--- src/hw/rtl/spq_pkg.sv ---
// Shared types, sizes and codes for the sorted priority queue.
package spq_pkg;

  localparam int unsigned QUEUE_DEPTH = 16;
  localparam int unsigned IdxW = (QUEUE_DEPTH > 1) ? $clog2(QUEUE_DEPTH) : 1;
  localparam int unsigned CntW = $clog2(QUEUE_DEPTH + 1);
  localparam int unsigned OccW = 5;
  localparam int unsigned SevW = 8;
  localparam int unsigned LocW = 16;

  typedef logic [IdxW-1:0] idx_t;
  typedef logic [CntW-1:0] cnt_t;
  typedef logic [OccW-1:0] occ_t;
  typedef logic [SevW-1:0] sev_t;
  typedef logic [LocW-1:0] loc_t;

  typedef enum logic {
    MODE_INSERT = 1'b0,
    MODE_POP    = 1'b1
  } mode_e;

  typedef enum logic [1:0] {
    STATUS_OK    = 2'd0,
    STATUS_EMPTY = 2'd1,
    STATUS_FULL  = 2'd2
  } status_e;

  typedef struct packed {
    sev_t severity;
    loc_t location;
  } entry_t;

  // One write port and one read port of the entry store.
  typedef struct packed {
    logic   we;
    idx_t   waddr;
    entry_t wdata;
    idx_t   raddr;
  } mem_req_t;

endpackage

--- src/hw/rtl/spq_ram.sv ---
// Entry store of the queue: one write port, one registered read port.
module spq_ram (
  input  logic              clk_i,
  input  spq_pkg::mem_req_t req_i,
  output spq_pkg::entry_t   rdata_o
);
  import spq_pkg::*;

  entry_t mem_q [QUEUE_DEPTH];
  entry_t rdata_q;

  always_ff @(posedge clk_i) begin
    if (req_i.we) begin
      mem_q[req_i.waddr] <= req_i.wdata;
    end
  end

  always_ff @(posedge clk_i) begin
    rdata_q <= mem_q[req_i.raddr];
  end

  assign rdata_o = rdata_q;

endmodule

--- src/hw/rtl/sorted_priority_queue.sv ---
// Sorted priority queue top level: sequencer, shared compare and address unit, entry store.
// An insert walks back from the tail, moving each stored entry that must move back one slot,
// then writes the new word; a pop keeps the front entry and moves every remaining entry
// forward; a full insert or an empty pop answers with its status and no walk. Busy drops
// as the word shows, so one word per pass.
// Reset clears the count and the sequencer; the entry store itself is not cleared.
module sorted_priority_queue (
  input  logic                 clk_i,
  input  logic                 rst_ni,
  input  logic                 start,
  output logic                 busy,
  input  logic                 mode_i,
  input  spq_pkg::sev_t        severity_i,
  input  spq_pkg::loc_t        location_i,
  output logic                 valid_o,
  output spq_pkg::status_e     status_o,
  output spq_pkg::sev_t        out_severity_o,
  output spq_pkg::loc_t        out_location_o,
  output spq_pkg::occ_t        occupancy_o
);
  import spq_pkg::*;

  // Sequencer states.
  localparam logic [2:0] ST_IDLE      = 3'd0;
  localparam logic [2:0] ST_INS_RD    = 3'd1;
  localparam logic [2:0] ST_INS_CMP   = 3'd2;
  localparam logic [2:0] ST_POP_FRONT = 3'd3;
  localparam logic [2:0] ST_POP_RD    = 3'd4;
  localparam logic [2:0] ST_POP_WR    = 3'd5;

  logic [2:0] state_q, state_d;
  cnt_t       idx_q, idx_d;
  cnt_t       cnt_q, cnt_d;
  sev_t       sev_q, sev_d;
  loc_t       loc_q, loc_d;
  logic       valid_q, valid_d;
  status_e    status_q, status_d;
  sev_t       osev_q, osev_d;
  loc_t       oloc_q, oloc_d;
  occ_t       occ_q, occ_d;

  mem_req_t   req;
  entry_t     rdata;
  entry_t     new_entry;

  // The shared unit: one cursor decrement, one cursor increment and one severity compare.
  cnt_t       idx_m1;
  cnt_t       idx_p1;
  logic       stored_greater;

  assign idx_m1         = idx_q - cnt_t'(1);
  assign idx_p1         = idx_q + cnt_t'(1);
  assign stored_greater = rdata.severity > sev_q;
  assign new_entry      = '{severity: sev_q, location: loc_q};

  spq_ram u_ram (
    .clk_i  (clk_i),
    .req_i  (req),
    .rdata_o(rdata)
  );

  always_comb begin
    state_d  = state_q;
    idx_d    = idx_q;
    cnt_d    = cnt_q;
    sev_d    = sev_q;
    loc_d    = loc_q;
    valid_d  = 1'b0;
    status_d = status_q;
    osev_d   = osev_q;
    oloc_d   = oloc_q;
    occ_d    = occ_q;
    req      = '0;

    unique case (state_q)
      ST_IDLE: begin
        // The store reads the front entry here, so a pop finds it ready next cycle.
        if (start) begin
          sev_d  = severity_i;
          loc_d  = location_i;
          osev_d = '0;
          oloc_d = '0;
          idx_d  = cnt_q;
          if (mode_i == MODE_INSERT) begin
            if (cnt_q == cnt_t'(QUEUE_DEPTH)) begin
              valid_d  = 1'b1;
              status_d = STATUS_FULL;
              occ_d    = occ_t'(cnt_q);
            end else begin
              state_d = ST_INS_RD;
            end
          end else begin
            if (cnt_q == '0) begin
              valid_d  = 1'b1;
              status_d = STATUS_EMPTY;
              occ_d    = occ_t'(cnt_q);
            end else begin
              state_d = ST_POP_FRONT;
            end
          end
        end
      end

      // Walk back from the tail: fetch the entry just ahead of the open slot, or at the front store the new word.
      ST_INS_RD: begin
        if (idx_q == '0) begin
          req.we    = 1'b1;
          req.waddr = idx_q[IdxW-1:0];
          req.wdata = new_entry;
          cnt_d     = cnt_q + cnt_t'(1);
          valid_d   = 1'b1;
          status_d  = STATUS_OK;
          occ_d     = occ_t'(cnt_q + cnt_t'(1));
          state_d   = ST_IDLE;
        end else begin
          req.raddr = idx_m1[IdxW-1:0];
          state_d   = ST_INS_CMP;
        end
      end

      // A strictly greater entry moves back one slot; otherwise the new word lands here.
      ST_INS_CMP: begin
        req.we    = 1'b1;
        req.waddr = idx_q[IdxW-1:0];
        if (stored_greater) begin
          req.wdata = rdata;
          idx_d     = idx_m1;
          state_d   = ST_INS_RD;
        end else begin
          req.wdata = new_entry;
          cnt_d     = cnt_q + cnt_t'(1);
          valid_d   = 1'b1;
          status_d  = STATUS_OK;
          occ_d     = occ_t'(cnt_q + cnt_t'(1));
          state_d   = ST_IDLE;
        end
      end

      // The front entry is on the read port: keep it as the result.
      ST_POP_FRONT: begin
        osev_d  = rdata.severity;
        oloc_d  = rdata.location;
        idx_d   = cnt_t'(1);
        state_d = ST_POP_RD;
      end

      // Move every remaining entry forward by one slot, then finish the pop.
      ST_POP_RD: begin
        if (idx_q == cnt_q) begin
          cnt_d    = cnt_q - cnt_t'(1);
          valid_d  = 1'b1;
          status_d = STATUS_OK;
          occ_d    = occ_t'(cnt_q - cnt_t'(1));
          state_d  = ST_IDLE;
        end else begin
          req.raddr = idx_q[IdxW-1:0];
          state_d   = ST_POP_WR;
        end
      end

      ST_POP_WR: begin
        req.we    = 1'b1;
        req.waddr = idx_m1[IdxW-1:0];
        req.wdata = rdata;
        idx_d     = idx_p1;
        state_d   = ST_POP_RD;
      end

      default: begin
        state_d = ST_IDLE;
      end
    endcase
  end

  always_ff @(posedge clk_i or negedge rst_ni) begin
    if (!rst_ni) begin
      state_q <= ST_IDLE;
      cnt_q   <= '0;
      valid_q <= 1'b0;
    end else begin
      state_q <= state_d;
      cnt_q   <= cnt_d;
      valid_q <= valid_d;
    end
  end

  always_ff @(posedge clk_i) begin
    idx_q    <= idx_d;
    sev_q    <= sev_d;
    loc_q    <= loc_d;
    status_q <= status_d;
    osev_q   <= osev_d;
    oloc_q   <= oloc_d;
    occ_q    <= occ_d;
  end

  assign busy           = state_q != ST_IDLE;
  assign valid_o        = valid_q;
  assign status_o       = status_q;
  assign out_severity_o = osev_q;
  assign out_location_o = oloc_q;
  assign occupancy_o    = occ_q;

endmodule
--- config.mk ---
export PLATFORM = sky130hd
export DESIGN_NAME = sorted_priority_queue
export DESIGN_NICKNAME = d
export VERILOG_FILES = /design/src/hw/rtl/spq_pkg.sv /design/src/hw/rtl/spq_ram.sv /design/src/hw/rtl/sorted_priority_queue.sv
export SDC_FILE = /design/constraint.sdc
export NUM_CORES = 1
export LEC_CHECK = 0
export ABC_AREA = 0
export BUFFER_PORTS_ARGS = -buffer_cell sky130_fd_sc_hd__buf_2
export CAP_MARGIN = 30
export CORE_MARGIN = 2
export CORE_UTILIZATION = 60
export DETAILED_ROUTE_END_ITERATION = 10
export PLACE_DENSITY = 0.76
export SKIP_LAST_GASP = 1
export SLEW_MARGIN = 5
export SYNTH_ARGS = -nofsm -noshare
export SYNTH_HDL_FRONTEND = slang
export SYNTH_SLANG_ARGS = --single-unit
--- constraint.sdc ---
create_clock -name clk_i -period 4.51 [get_ports clk_i]
set_input_delay 0.451 -clock clk_i [delete_from_list [all_inputs] [get_ports clk_i]]
set_output_delay 0.451 -clock clk_i [all_outputs]
set_load 0.02 [all_outputs]
Word level (Yosys, flattened, before mapping)
Memories as Yosys holds them, arrays and structs flattened. A register that Yosys moved wholly into a read port is not among the register bits.
Index checks and enable logic that the tools add are counted.
W data, S select, Z words.
- word-level logic and storage cells: 95
- memories: 1
- memory bits (writable): 384
- register bits: 69
- input bits: 28
- output and inout bits: 33
- memory list (memory ; depth ; bits a word ; read ports ; clocked after Yosys merged registers in ; wr ports ; RTL line ; RTL):
    u_ram.mem_q ; 16 ; 24 ; 1 ; 1 ; 1 ; spq_ram.sv:9 ; entry_t mem_q [QUEUE_DEPTH];
- $add $sub $neg: 4
- multiplexer cells: 48
- equal/unequal tests: 16
- reductions and logical operators: 15
- order comparisons: 1
- operator list (kind ; count):
    $pmux W29 S3 ; 1
    $mux W5 ; 9
    $pmux W5 S4 ; 2
    $pmux W16 S2 ; 1
    $mux W29 ; 1
    $mux W24 ; 1
    $mux W16 ; 1
    $mux W2 ; 8
    $pmux W8 S2 ; 1
    $mux W3 ; 5
    $pmux W3 S5 ; 1
    $pmux W5 S3 ; 1
    $ne A3 B3 Y1 const B ; 4
    $add A5 B1 Y5 const B ; 2
    $logic_not A5 Y1 ; 2
    $mux W1 ; 10
    $ne A2 B2 Y1 const B ; 5
    $sub A5 B1 Y5 const B ; 2
    $gt A8 B8 Y1 ; 1
    $mux W4 ; 2
    $mux W8 ; 1
    $pmux W2 S4 ; 1
    $pmux W4 S2 ; 1
    $reduce_bool A4 Y1 ; 2
    other kinds (14) ; 19

Logic depth before layout (Yosys ltp)
Gate-level depths: netlist (run 1).
- depth after elaboration: 5
- mapped depth: 13
- gate-level depth less buffers: 9

Modules after synthesis
From an unflattened synthesis (run 1), not the netlist that was laid out.
- cells, all modules: 972
- area, all modules: 18725.5 um^2
- by module, submodules not included (module ; sequential area each (um^2) ; area an instance (um^2) ; cells an instance ; times used):
    spq_ram ; 12011.5 ; 14930.6 ; 636 ; 1
    sorted_priority_queue ; 2026.9 ; 3794.9 ; 336 ; 1

Worst setup path after synthesis (run 1)
No wires, ideal clock.
- path kind: reg2reg
- start point: reg idx_q[1]
- end point: mem u_ram.mem_q[0][0] (netlist bit), enable pin
- stages on the path, launching flop included: 11
- arrival: 2941 ps
- required time: 4105 ps
- library setup time: 405 ps
- period minus slack after synthesis: 3346 ps
- setup slack: 1164 ps
- buffers on the path: 2
- cell sequence: edfxtp_1 > buf_2 > inv_1 > ha_1 > or4b_4 > buf_6 > nor2_1 > a31oi_1 > o2bb2ai_1 > nand3b_1 > nor2_1
- cells in the longest elaborated chain, start to end: 5
- elaborated cells on any way between the ends: 6
- those cells by class: 1 x add/sub; 4 x mux; 1 x reduce/logical
- RTL lines (element ; RTL line ; RTL):
    start, declared ; sorted_priority_queue.sv:32 ; cnt_t idx_q, idx_d;
    start signal, assigned ; sorted_priority_queue.sv:188 ; idx_q <= idx_d;
    branches (longest 2 deep; another with $sub A5 B1 Y5) ; -- ;
    $pmux W29 S3 (*) ; sorted_priority_queue.sv:75 ; unique case (state_q)
    $mux W1 ; spq_ram.sv:13 ; if (req_i.we) begin
    $mux W1 (implied by the code) ; spq_ram.sv:14 ; mem_q[req_i.waddr] <= req_i.wdata;
    end, declared ; spq_ram.sv:9 ;
Every way passes the cells marked *.

Worst setup path after layout (run 1)
- start point: reg idx_q[2]
- end point: reg u_ram.rdata_o[8] (netlist name)
- cells in the longest elaborated chain, start to end: 3
- elaborated cells on any way between the ends: 6
- those cells by class: 1 x add/sub; 1 x eq/ne; 3 x mux; 1 x reduce/logical
- RTL lines (element ; RTL line ; RTL):
    $sub A5 B1 Y5 (tied with other cells) ; sorted_priority_queue.sv:51 ; assign idx_m1 = idx_q - cnt_t'(1);
    $mux W4, on equally long branches ; sorted_priority_queue.sv:106, sorted_priority_queue.sv:149 ;
    $pmux W4 S2 (*) ; sorted_priority_queue.sv:75 ;
Every way passes the cells marked *; elsewhere a longest branch is shown, timed or not.
A chain may end at the register's enable or synchronous reset.

==> flow_metrics.py, run 1 <==
metrics = {
    "critical_path": {
        "path_class": "register to register",
        "cp_max_fo": 19,
        "r2r_start": "idx_q[2]$_DFFE_PP_",
        "required_ps": 4950,
        "critPathArrivalTime_ps": 4110,
        "cp-start-kind": "register",
        "startpoint": "idx_q[2]$_DFFE_PP_",
        "endpoint_kind": "register",
    },
    "placement": {
        "place_area_mm2": 0.02038,
        "io_buffers": 60,
        "place.gp.congestion": 0.9132,
        "dp_slack_ps": 908.9,
        "place_inst": 1679,
        "hpwl_mm": 26.84,
    },
    "detailed_routing": {
        "drt_pass1_iterations": 5,
        "wl_per_cell_um": 26.31,
        "drtIter0Drc": 1574,
        "vias": 11725,
        "final_antenna_net_count": 0,
        "via_per_inst": 6.632,
        "drt_drc_violations_left": 0,
        "wirelength_mm": 46.51,
    },
    "cells_and_area": {
        "final_cell_count_no_fill": 1768,
        "postLayoutCoreUtil_pct": 69.39,
        "synthToLayoutAreaGrowth_pct": 13.47,
        "drive_gt1_share_pct": 16.26,
        "post-route-cell-area_mm2": 0.02195,
        "nets": 1369,
    },
    "sta": {
        "tns_ps": 0,
        "holdWs_ps": 56.78,
        "post-route-period-util_pct": 81.48,
        "clock_skew_ps": 29.62,
        "rsz0062_at_grt": "false",
        "fin_ws_ps": 835.1,
        "slew_headroom_pct": 31.65,
        "hold_viol_final": 0,
        "timing.final.max_slew_violations": 0,
        "setup_viol": 0,
        "fin_crit_ps": 3675,
        "tightest_slew_ps": 1025,
        "fmax_ghz": 0.2721,
    },
    "clock_tree": {
        "insertion_delay_ps": 570,
        "clk_path_buf_depth": 3,
        "cts_setup_buffers": 0,
        "clk_pin_slew_ps": 60,
        "clock-sinks": 477,
        "h-tree-depth": 2,
        "cts_tree": "yes",
        "root_buffer": "clkbuf_16",
        "numCtsBuffers": 47,
    },
    "yosys": {
        "synth_area_mm2": 0.01935,
        "synth_area_leader_cell": "edfxtp_1",
        "syn_avg_cell_area_um2": 15.39,
        "synth-async-reset-ratio_pct": 1.887,
        "yosysWarningCount": 0,
        "ys_types": 69,
        "ys_seq_area_share_pct": 72.56,
        "synth_edf_count": 444,
        "syn_inst": 1257,
        "synth.area.top_cells": "edfxtp_1 69%, mux2i_1 6.1%, a211oi_1 2.8%, dfxtp_1 2.5%, o22ai_1 1.8%",
        "ys_ff_latch": 477,
        "ys.flop_type": "edfxtp_1",
        "netlist.area_leader.share_pct": 68.92,
        "syn_nets": 1299,
    },
    "worst_hold_path": {
        "holdCritStartpoint": "location_i[11]",
        "hold_path_class": "input pin to register",
    },
    "grt": {
        "grt_max_degree": 60,
        "antenna_found_initial": 1,
        "grt_pass1_wl_mm": 69.18,
        "grt_remaining_overflow": 0,
        "grt_pass1_vias": 11410,
        "grtUsageTotal_pct": 27.85,
    },
    "run_status": {
        "status": "finished clean",
    },
    "flow_run": {
        "max_cap_violations": 0,
    },
    "power_and_ir_drop": {
        "power_mw": 15.77,
        "p_leak_nw": 7.674,
        "vdd_ir_drop_max_uv": 527.7,
        "power_density_mw_per_mm2": 718.3,
    },
    "die": {
        "initial_core_util_pct": 61.15,
        "die_height_um": 183.6,
        "core_area_mm2": 0.03164,
        "die_w_um": 183.6,
        "ios": 61,
        "die_area_mm2": 0.03370,
        "rows": 65,
    },
}
==> cell usage after synthesis (all sizes together) (16+ instances only) <==
| master | instances |
|---|---|
| and3 | 51 |
| nand3 | 19 |
| nand2 | 52 |
| a21oi | 42 |
| a32o | 24 |
| mux2i | 118 |
| nor2 | 68 |
| or4 | 26 |
| a211oi | 73 |
| clkbuf | 46 |
| edfxtp | 444 |
| dfxtp | 24 |
| o22ai | 55 |
| inv | 20 |
| o21ai | 16 |
| a2111oi | 23 |
| buf | 40 |
==> layout make-up <==
| type | instances | area (µm²) |
|---|---|---|
| sequential | 477 | 14040 |
| fill | 2003 | 9684 |
| multi-input combinational | 674 | 4933 |
| clock buffer | 58 | 1289 |
| timing repair buffer | 107 | 843.3 |
| tap | 402 | 503.0 |
| clock inverter | 29 | 267.8 |
| inverter | 20 | 75.07 |
| antenna | 1 | 2.502 |
==> critical path, cell delays in order, from the launching register on <==
cell and delay (ps):
edfxtp_1 660, xnor2_1 410, nand2_1 180, o21ai_2 430, nor3_1 200, o21ai_2 840
buf_12 250, o22ai_1 110, or4_1 460
==> metal layers <==
layer	wire length (µm)	track usage (%)	up-vias
met2	21880	44.08	680
met1	18650	38.71	5751
met4	1616	11.14	0
met3	4359	5.210	119
li1	-	-	5175
met5	0	0	-
==> flip-flops by register name, summed over array words and instances (netlist names), 5 cells and up <==
register	count
cnt_q	5
out_severity_o	8
u_ram.rdata_o	24
sev_q	8
occupancy_o	5
out_location_o	16
idx_q	5
u_ram.mem_q	384
loc_q	16
==> cell usage in the layout (no fill, tap or decap), types with 4 or more instances in the layout <==
master and instances:
clkinvlp_4 4, and3_1 51, nand2_1 51, buf_2 60, a21oi_1 42, buf_4 31
inv_1 18, ha_1 14, a31oi_1 4, edfxtp_1 444, clkbuf_16 48, a2111oi_0 23
nor2_1 49, a22oi_1 6, a211oi_1 72, or4_1 26, o22ai_1 54, clkinv_1 5
nand4_1 5, clkinv_2 13, clkbuf_8 5, nor2b_1 5, dfxtp_1 24, mux2i_1 118
buf_12 15, dfrtp_1 9, o21ai_0 12, nor3_1 6, nor2_2 18, clkbuf_1 5
a32o_1 24, xnor2_1 15, nand3_1 18
==> worst paths after layout <==
check / cells past startpoint / end / slack (ps)
setup / recovery: 8 / u_ram.rdata_o[8]$_DFF_P_ / 840
hold / removal: 1 / loc_q[11]$_DFFE_PP_ / 60
setup reg to reg: 8 / u_ram.rdata_o[8]$_DFF_P_ / 840
hold reg to reg: 1 / out_location_o[13]$_SDFFCE_PN0P_ / 580
max in group asynchronous: 2 / valid_o$_DFF_PN0_ / 4020
min in group asynchronous: 2 / cnt_q[4]$_DFFE_PN0P_ / 290
==> where the power goes <==
group	switching, mW	internal, mW
clock	1.63	2.22
sequential	0.385	6.03
combinational	3.66	1.85
total	5.67	10.1
==> logic make-up after synthesis <==
kind of cell / after synthesis / synth area share [%]
fa+ha+maj: 14 / 0.9055
compound gates: 275 / 10.28
xor+xnor: 18 / 0.8149
buf+inv: 106 / 2.374
simple gates: 246 / 6.726
flops: 477 / 72.57
mux: 121 / 6.338
==> timing repair <==
action	CTS	global route
resized for setup	0	0
endpoints found under the hold margin	9	0
hold buffers	1	0
(Power assumes the default switching activity.)
==> inputs of run 2 (changes only) <==
ABC_AREA = 1   (was 0)
clock period = 3.8 ns   (was 4.51 ns; I/O delays follow)
==> flow_metrics.py, run 2 <==
metrics = {
    "run_status": {
        "status": "finished clean",
    },
    "flow_run": {
        "max_cap_violations": 0,
    },
    "clock_tree": {
        "cts_setup_buffers": 0,
        "h-tree-depth": 2,
        "root_buffer": "clkbuf_16",
        "insertion_delay_ps": 570,
        "numCtsBuffers": 48,
        "clk_path_buf_depth": 3,
        "clock-sinks": 477,
        "cts_tree": "yes",
        "clk_pin_slew_ps": 60,
        "post_cts_resized": 0,
    },
    "grt": {
        "grt_use_met2_pct": 44.60,
        "busiest_layer": "met2",
        "antenna_found_initial": 0,
        "grt_pass1_vias": 14091,
        "grt_remaining_overflow": 0,
        "grt_max_degree": 193,
        "grt_util_met3_pct": 4.803,
        "grtUsageTotal_pct": 28.27,
        "grt_pass1_wl_mm": 78.10,
        "met1_usage_pct": 39.54,
    },
    "sta": {
        "timing.final.max_slew_violations": 0,
        "post-route-period-util_pct": 84.30,
        "rsz0062_at_grt": "false",
        "tns_ps": 0,
        "setup_viol": 0,
        "slew_headroom_pct": 39.41,
        "fin_crit_ps": 3204,
        "hold_viol_final": 0,
        "tightest_slew_ps": 908.9,
        "fmax_ghz": 0.3122,
        "clock_skew_ps": 21.64,
    },
    "detailed_routing": {
        "vias": 14449,
        "drtIter0Drc": 1728,
        "drt_drc_violations_left": 0,
        "drt_pass1_iterations": 8,
        "via_per_inst": 5.725,
        "final_antenna_net_count": 0,
        "wirelength_mm": 50.77,
        "wl_per_cell_um": 20.11,
    },
    "cells_and_area": {
        "final_cell_mix": "449 x nand3_1, 444 x edfxtp_1, 372 x nand2_1, 302 x inv_1, 60 x buf_2",
        "nets": 2071,
        "mostFrequentLayoutCell": "nand3_1",
        "synthToLayoutAreaGrowth_pct": 13.75,
        "largest_register": "u_ram.mem_q",
        "postLayoutCoreUtil_pct": 68.92,
        "largest_reg_flops": 384,
        "antenna_cells": 0,
        "drive_gt1_share_pct": 11.55,
    },
    "yosys": {
        "yosysWarningCount": 0,
        "synth_area_mm2": 0.02083,
        "syn_inst": 1941,
        "ys_seq_area_share_pct": 67.41,
        "synth.area.top_cells": "edfxtp_1 64%, nand3_1 11%, nand2_1 6.7%, inv_1 5.4%, dfxtp_1 2.3%",
        "ys_types": 41,
        "syn_avg_cell_area_um2": 10.73,
        "ys_ff_latch": 477,
        "netlist.area_leader.share_pct": 64.02,
        "syn_nets": 1983,
        "synth_most_common_cell": "nand3_1",
        "synth-async-reset-ratio_pct": 1.887,
        "ys.flop_type": "edfxtp_1",
        "synth_area_leader_cell": "edfxtp_1",
        "synth_edf_count": 444,
        "synth_common_cells": "449 x nand3_1, 444 x edfxtp_1, 373 x nand2_1",
    },
    "die": {
        "ios": 61,
        "die_area_mm2": 0.03622,
        "die_w_um": 190.3,
        "die_height_um": 190.3,
        "initial_core_util_pct": 60.59,
        "core_area_mm2": 0.03437,
        "rows": 68,
    },
    "placement": {
        "hpwl_mm": 29.62,
        "io_buffers": 60,
        "place.gp.congestion": 0.9002,
    },
    "critical_path": {
        "endpoint_kind": "register",
        "required_ps": 4040,
        "path_class": "register to register",
        "cp-start-kind": "register",
        "critPathArrivalTime_ps": 3440,
        "cp_max_fo": 13,
    },
    "power_and_ir_drop": {
        "vdd_ir_drop_max_uv": 719.6,
        "power_density_mw_per_mm2": 862.4,
        "p_leak_nw": 9.803,
    },
    "worst_hold_path": {
        "hold_path_class": "input pin to register",
    },
}
## run 2: timing repair
action | CTS | global route
endpoints found under the hold margin | 31 | 0
hold buffers | 23 | 0
setup endpoints to repair | 0 | 0
## run 2: layout make-up
class	instances	area [µm²]
clock buffer	68	1399
clock inverter	22	202.7
fill	2401	10680
inverter	311	1170
multi-input combinational	1047	5206
sequential	477	14040
tap	455	569.3
timing repair buffer	144	1104
## run 2: worst max-delay path: stages (launching register included)
cell,delay (ps)
edfxtp_1,510
inv_1,230
ha_1,190
nand2_1,60
nor2_1,170
inv_1,100
nor2_1,140
nor2_1,80
o22ai_1,270
nand2_1,320
nor2_4,470
buf_4,350
## run 2: metal layers
| metal | part of all wire (%) | vias to the layer above | routed length (µm) |
|---|---|---|---|
| met1 | 41 | 6819 | 20630 |
| met5 | 0 | - | 0 |
| met2 | 46 | 786 | 23530 |
| met3 | 9.8 | 127 | 4965 |
| met4 | 3.2 | 0 | 1639 |
| li1 | - | 6717 | - |
## run 2: final timing paths
path | slack, ps | startpoint | cells after the start | endpoint
setup reg to reg | 600 | idx_q[0]$_DFFE_PP_ | 11 | u_ram.mem_q[2][14]$_DFFE_PP_
setup / recovery | 600 | idx_q[0]$_DFFE_PP_ | 11 | u_ram.mem_q[2][14]$_DFFE_PP_
max in group asynchronous | 3410 | rst_ni | 2 | valid_o$_DFF_PN0_
hold reg to reg | 550 | u_ram.rdata_o[15]$_DFF_P_ | 2 | out_location_o[15]$_SDFFCE_PN0P_
min in group asynchronous | 200 | rst_ni | 2 | cnt_q[2]$_DFFE_PN0P_
hold / removal | 20 | location_i[15] | 1 | loc_q[15]$_DFFE_PP_
## run 2: power breakdown
| part | internal (mW) | switching [mW] |
|---|---|---|
| registers | 7.42 | 0.373 |
| logic | 2.28 | 5.62 |
| clock network | 2.77 | 1.95 |
| total | 12.5 | 7.95 |
## run 2: kinds of logic (layout without fill, tap and decap cells)
| logic type | Yosys count | after routing | synth area share [%] |
|---|---|---|---|
| AND/OR/NAND/NOR | 953 | 953 | 21.06 |
| flip-flops | 477 | 477 | 67.41 |
| buffers and inverters | 417 | 545 | 8.351 |
| AO/OA/AOI/OAI | 73 | 73 | 2.049 |
| adder cells (fa/ha/maj) | 14 | 14 | 0.8411 |
| XOR/XNOR | 7 | 7 | 0.2944 |
## run 2: through the flow
| step | power [mW] | instances | hold WS [ps] | instance area, µm² | setup slack [ps] |
|---|---|---|---|---|---|
| finish | 20.43 | 2524 | 15.41 | 23690 | 596.5 |
| global route | 21.45 | 2524 | 5.989 | 23690 | 361.4 |
| CTS | 20.36 | 2524 | 2.769 | 23690 | 661.8 |
| detailed placement | 15.60 | 2411 | 249.4 | 21860 | 674.7 |
| global placement | 15.36 | 2408 | 243.6 | 21810 | 695.4 |
| floorplan | 12.95 | 1941 | 84.41 | 20830 | 741.8 |
